<file path="src/sv/moh_pkg.sv">
// ----------------------------------------------------------------------------
// moh_pkg
// Shared types and constants of the orbit density histogram: controller
// states, command and status bundles, register map and field widths.
// ----------------------------------------------------------------------------
package moh_pkg;

    localparam int Z_W    = 32;
    localparam int STEP_W = 17;
    localparam int OUT_W  = 32;

    typedef enum logic [2:0] {
        REG_MAX_ITER   = 3'd0,
        REG_ESCAPE     = 3'd1,
        REG_X_ORIGIN   = 3'd2,
        REG_Y_ORIGIN   = 3'd3,
        REG_X_SCALE    = 3'd4,
        REG_Y_SCALE    = 3'd5
    } moh_reg_t;

    localparam logic [STEP_W-1:0] MAX_ITER_RST = STEP_W'(100000);
    localparam logic [31:0]       ESCAPE_RST   = 32'd268435456;
    localparam logic [31:0]       X_ORIGIN_RST = 32'hF800_0000;
    localparam logic [31:0]       Y_ORIGIN_RST = 32'hFA00_0000;
    localparam logic [31:0]       X_SCALE_RST  = 32'd5570560;
    localparam logic [31:0]       Y_SCALE_RST  = 32'd5222400;

    typedef enum logic [2:0] {
        ST_CLEAR,
        ST_IDLE,
        ST_UPDATE,
        ST_MULTIPLY,
        ST_LOOK,
        ST_BUMP,
        ST_FETCH,
        ST_FINISH
    } moh_state_t;

    typedef struct packed {
        logic start;
        logic clear;
        logic update;
        logic multiply;
        logic look;
        logic bump;
        logic fetch;
        logic finish;
    } moh_cmd_t;

    typedef struct packed {
        logic clear_last;
        logic stop;
    } moh_status_t;

endpackage

</file>
<file path="src/sv/moh_ctrl.sv">
// ----------------------------------------------------------------------------
// moh_ctrl
// Sequencer: clearing sweep after reset, request intake, the orbit step loop,
// bin fetch, and the result register handshake.
// ----------------------------------------------------------------------------
module moh_ctrl
    import moh_pkg::*;
(
    input  logic        aclk,
    input  logic        aresetn,
    input  logic        s_valid,
    input  logic        s_operation,
    output logic        s_ready,
    output logic        m_valid,
    input  logic        m_ready,
    output moh_cmd_t    cmd,
    input  moh_status_t status
);

    moh_state_t state_reg, state_next;
    logic       m_valid_reg, m_valid_next;

    always_ff @(posedge aclk) begin
        if (!aresetn) begin
            state_reg   <= ST_CLEAR;
            m_valid_reg <= 1'b0;
        end else begin
            state_reg   <= state_next;
            m_valid_reg <= m_valid_next;
        end
    end

    always_comb begin
        state_next = state_reg;
        cmd        = '0;
        s_ready    = 1'b0;
        case (state_reg)
            ST_CLEAR: begin
                cmd.clear = 1'b1;
                if (status.clear_last) begin
                    state_next = ST_IDLE;
                end
            end
            ST_IDLE: begin
                s_ready = 1'b1;
                if (s_valid) begin
                    cmd.start  = 1'b1;
                    state_next = s_operation ? ST_FETCH : ST_UPDATE;
                end
            end
            ST_UPDATE: begin
                cmd.update = 1'b1;
                state_next = ST_MULTIPLY;
            end
            ST_MULTIPLY: begin
                cmd.multiply = 1'b1;
                state_next   = ST_LOOK;
            end
            ST_LOOK: begin
                cmd.look   = 1'b1;
                state_next = ST_BUMP;
            end
            ST_BUMP: begin
                cmd.bump = 1'b1;
                if (status.stop) begin
                    state_next = ST_FINISH;
                end else begin
                    cmd.update = 1'b1;
                    state_next = ST_MULTIPLY;
                end
            end
            ST_FETCH: begin
                cmd.fetch  = 1'b1;
                state_next = ST_FINISH;
            end
            ST_FINISH: begin
                if (!m_valid_reg || m_ready) begin
                    cmd.finish = 1'b1;
                    state_next = ST_IDLE;
                end
            end
            default: begin
                state_next = ST_CLEAR;
            end
        endcase
    end

    always_comb begin
        m_valid_next = m_valid_reg;
        if (cmd.finish) begin
            m_valid_next = 1'b1;
        end else if (m_ready) begin
            m_valid_next = 1'b0;
        end
    end

    assign m_valid = m_valid_reg;

endmodule

</file>
<file path="config.mk">
export PLATFORM = sky130hd
export DESIGN_NAME = moh_ctrl
export DESIGN_NICKNAME = d
export VERILOG_FILES = /design/src/sv/moh_pkg.sv /design/src/sv/moh_ctrl.sv
export SDC_FILE = /design/constraint.sdc
export NUM_CORES = 1
export LEC_CHECK = 0
export BUFFER_PORTS_ARGS = -buffer_cell sky130_fd_sc_hd__buf_2
export CORE_AREA = 2 2 39 41
export DETAILED_ROUTE_END_ITERATION = 12
export DIE_AREA = 0 0 41 43
export HOLD_SLACK_MARGIN = 0.12
export PLACE_DENSITY = 0.46
export SETUP_SLACK_MARGIN = 0.02
export SYNTH_ARGS = -nofsm -noshare
export SYNTH_HDL_FRONTEND = slang
export SYNTH_SLANG_ARGS = --single-unit
</file>
<file path="constraint.sdc">
create_clock -name aclk -period 0.9 [get_ports aclk]
set_input_delay 0.225 -clock aclk [delete_from_list [all_inputs] [get_ports aclk]]
set_output_delay 0.225 -clock aclk [all_outputs]
set_load 0.05 [all_outputs]
</file>
==> results.md <==
Yosys:
- The number of library cell types mapped by synthesis is 24.
- The sequential cell area fraction in the yosys report is 28.2%.
- The mux contribution to synthesized area is 0%.
- After synthesis the cells add up to 284 sq um.
- The post-synthesis instance total is 38.
- The synthesized netlist devotes 0% of its cell area to XOR and XNOR gates.
- Synthesis inferred 4 register bits.
- The net count after synthesis is 45.
- The area share of fa/ha/maj cells after synthesis is 0%.
- The Yosys warning count is 0.
- The per-instance average area after synthesis is 7.47 sq um.
- The fraction of the mapped netlist area in compound gates is 28.6%.
- The largest family of logic cells by synthesized area is compound AO/OA/AOI/OAI gates.
- Summing the areas of all and, or, nand and nor instances in the mapped netlist gives between 20% and 30% of the synthesized area.

Die:
- The starting density of the core is roughly a fifth.
- From bottom edge to top edge, the die measures 43 microns.
- The number of top-level design ports is 17.
- The floorplan step set the die width to 41 microns.
- The area of the core region is 1380 sq um.
- The area enclosed by the die boundary is 1760 sq um.
- The floorplan has 14 rows.

Worst setup path:
- The category of the worst setup path launch point is a flip-flop.
- For this design, the slowest cell found on the critical path is sky130_fd_sc_hd__dfxtp_4.
- The largest single stage delay on the critical path is 0.36 ns.
- At the worst endpoint, the required time is 0.67 ns.
- Along the worst path, the maximum fanout reaches 6.
- The worst reg-to-reg path cell count is 4.
- The critical path goes through or2b_4 -> o32ai_4 -> buf_6.
- The data arrival at the endpoint of the critical path is 1.17 ns.
- The critical path is of the reg -> out type.
- The worst-case register-to-register setup slack is -0.11 ns.
- The critical path crosses 3 cells after its start point.
- The buffering stage count on the worst path with inverters included is 1.
- STA classifies the critical path endpoint as an output port.
- The cell family contributing the most delay on the critical path is flip-flops.

STA:
- Setup repair after global routing could not meet its margin everywhere.
- The setup total negative slack is -4.18 ns.
- The count of final hold-check violations is 0.
- The count of final max-slew check failures was 0.
- The fraction of the cycle the final worst path needs is 155%.
- The transition time at the pin with the least slew margin is 0.199 ns.
- The final critical-path required period is 1.39 ns.
- The total of endpoints with negative setup slack in the final report is 14.
- In this run the tightest slew margin relative to its limit is 86.7%.
- Timing would allow up to a little over 700 MHz.
- Once routing completed, OpenROAD measured the worst setup slack at -0.491 ns.
- The clock arrives with 0.00727 ns of skew.

Power and ir drop:
- The worst-case IR drop observed on VDD is 0.740 mV.
- The post-layout total power is 1.15 mW.
- In this run the static leakage power is approximately 0.36 nW.
- For this design the ratio of total power to cell area is 1390 nW/um^2.

CTS:
- The deepest level of the CTS H-tree is 1.
- The maximum count of clock buffers along a single path is 2.
- The TritonCTS clock tree is done.
- The cell chosen for the clock root is sky130_fd_sc_hd__clkbuf_4.
- The number of clock buffers added by TritonCTS is 3.
- The clock net sink count is 4.
- The clock input transition at the sequential cells of the worst setup and hold paths is 0.04 ns.
- For the worst-skew pair, the clock arrives at the later sink with an insertion delay of ~0.24 ns.

Final layout:
- The register with the most flip-flops in the layout has 3 of them.
- The utilization of the core after routing is between 50% and 60%.
- At the end of the flow, the number of nets in the layout was 85.
- The proportion of layout cells with a drive suffix above 1 is 88.3%.
- The total inserted antenna cells is 0.
- The final non-filler cell total is 93.
- The area of all placed cells without fillers is between 800 and 900 sq um.
- The area added between synthesis and finish is 192%.

Routing:
- The wire length per cell is 11.1 microns.
- The number of vias per cell after detailed routing is 4.37.
- The topmost layer with routed signal wires is met3.
- The amount of wire on met2 after detailed routing is 594 microns.
- The total wirelength of the detailed-routed design is 1030 microns.
- The detailed router finished its first iteration with 3 violations.
- The count of antenna-violating nets left after detailed routing is 0.
- The routed layout has approximately 410 vias.
- Detailed routing placed a total of 29 microns of wire on met3.
- The number of iterations in the first detailed-routing pass is 3.
- The remaining routing DRC violations is 0.
- The detailed router put a total of 409 microns of wire on met1.

Place:
- The number of instances in the placed design is 83.
- The number of buffers added on ports is 16.
- In this run the cell area measured after placement is about 600 sq um.
- The final weighted congestion in routability-driven placement is 0.667.
- The half-perimeter wire length of the detailed placement result is 686 microns.

GRT:
- The number of global-route vias before repair is 413.
- The total global routing overflow is 0.
- The initial antenna violation count is 0.
- The maximum number of pins on one net before global-route repair is 8.
- The first global-routing pass estimated 1650 microns of wire.
- The total routing usage reported by global routing is 14.1%.

Min path:
- Along the worst hold path, the cell count comes to 2.
- In this run the worst hold path is classified as in -> reg.

Flow run:
- Max-cap violations in this run came to 0.

Status:
- The run finished, with violations left.
- The checks that failed: negative setup slack.
==> layout by cell type (no fill, tap or decap) <==
cell type                   n
sky130_fd_sc_hd__inv_4      1
sky130_fd_sc_hd__inv_8      1
sky130_fd_sc_hd__dfxtp_4    3
sky130_fd_sc_hd__nor2_4     5
sky130_fd_sc_hd__o31ai_2    1
sky130_fd_sc_hd__nand3_1    1
sky130_fd_sc_hd__a31oi_1    1
sky130_fd_sc_hd__or2b_4     1
sky130_fd_sc_hd__a211oi_2   1
sky130_fd_sc_hd__nor2b_4    1
sky130_fd_sc_hd__o32ai_4    1
sky130_fd_sc_hd__clkbuf_1   1
sky130_fd_sc_hd__buf_6     15
sky130_fd_sc_hd__a21o_2     1
sky130_fd_sc_hd__buf_8      3
sky130_fd_sc_hd__nor3_4     2
sky130_fd_sc_hd__buf_4     12
sky130_fd_sc_hd__a21oi_1    1
sky130_fd_sc_hd__nand2_1    1
sky130_fd_sc_hd__o21ai_2    2
sky130_fd_sc_hd__nand2b_1   1
sky130_fd_sc_hd__a21oi_4    1
sky130_fd_sc_hd__dfxtp_2    1
sky130_fd_sc_hd__inv_1      1
sky130_fd_sc_hd__buf_12     2
sky130_fd_sc_hd__and2_1     1
sky130_fd_sc_hd__nor2_2     1
sky130_fd_sc_hd__a21oi_2    1
sky130_fd_sc_hd__buf_2      6
sky130_fd_sc_hd__o21ai_1    1
sky130_fd_sc_hd__nand2_4    3
sky130_fd_sc_hd__clkbuf_4   3
==> worst paths after layout <==
check	from	endpoint
hold reg to reg	state_reg[1]	state_reg[2]
hold / removal	aresetn	m_valid
setup reg to reg	state_reg[1]	state_reg[2]
setup / recovery	state_reg[0]	cmd[5]
==> timing repair <==
action / CTS / global route
hold buffers: 0 / 0
buffers inserted: 4 / 3
setup endpoints to repair: 14 / 14
resized for setup: 41 / 2
pin swaps: 11 / 1
==> kinds of logic after synthesis <==
kind of cell           after synthesis
AOI/OAI and AO/OA                   11
DFF                                  4
and+or+nand+nor                     17
buffers and inverters                6
==> layer usage <==
metal / track usage (%) / vias up
li1: - / 207
met1: 13.5 / 189
met2: 25.9 / 10
met3: 4.71 / 0
met4: 4.00 / 0
met5: 0 / -
==> layout make-up <==
class	count	area [sq um]
clock buffer	4	26.3
sequential	4	92.6
fill	124	554
inverter	3	21.3
multi-input combinational	28	295
timing repair buffer	38	374
tap	16	20.0
==> through the flow <==
stage | worst slack [ns] | hold WS (ns)
after floorplan | -0.366 | 0.352
after global placement | -0.359 | 0.470
after detailed placement | -0.365 | 0.477
after CTS | -0.499 | 0.226
after global routing | -0.541 | 0.244
final | -0.491 | 0.230
==> worst reg2reg max path: cells and delay by family (launching register included) <==
kind	cells	cell delay, ns
buffers and inverters	1	0.17
flip-flops	1	0.33
AO/OA/AOI/OAI	3	0.40
==> cell usage after synthesis (all sizes together) <==
cell	n	area [sq um]
inv	3	11.3
a21o	1	8.76
buf	3	30.0
or2b	1	7.51
nand3	1	5.00
a211oi	1	12.5
nand2	4	17.5
o32ai	1	8.76
o21ai	3	18.8
a31oi	1	6.26
dfxtp	4	80.1
nand2b	1	6.26
a21oi	3	18.8
nor2	6	22.5
o31ai	1	7.51
nor2b	1	6.26
and2	1	6.26
nor3	2	10.0
==> power breakdown <==
| part | switching, mW | total (mW) | internal, mW |
|---|---|---|---|
| Sequential | 0.0333 | 0.229 | 0.196 |
| Clock | 0.0790 | 0.246 | 0.167 |
| Combinational | 0.354 | 0.680 | 0.326 |
No activity file was read; power rests on OpenSTA's default activity.
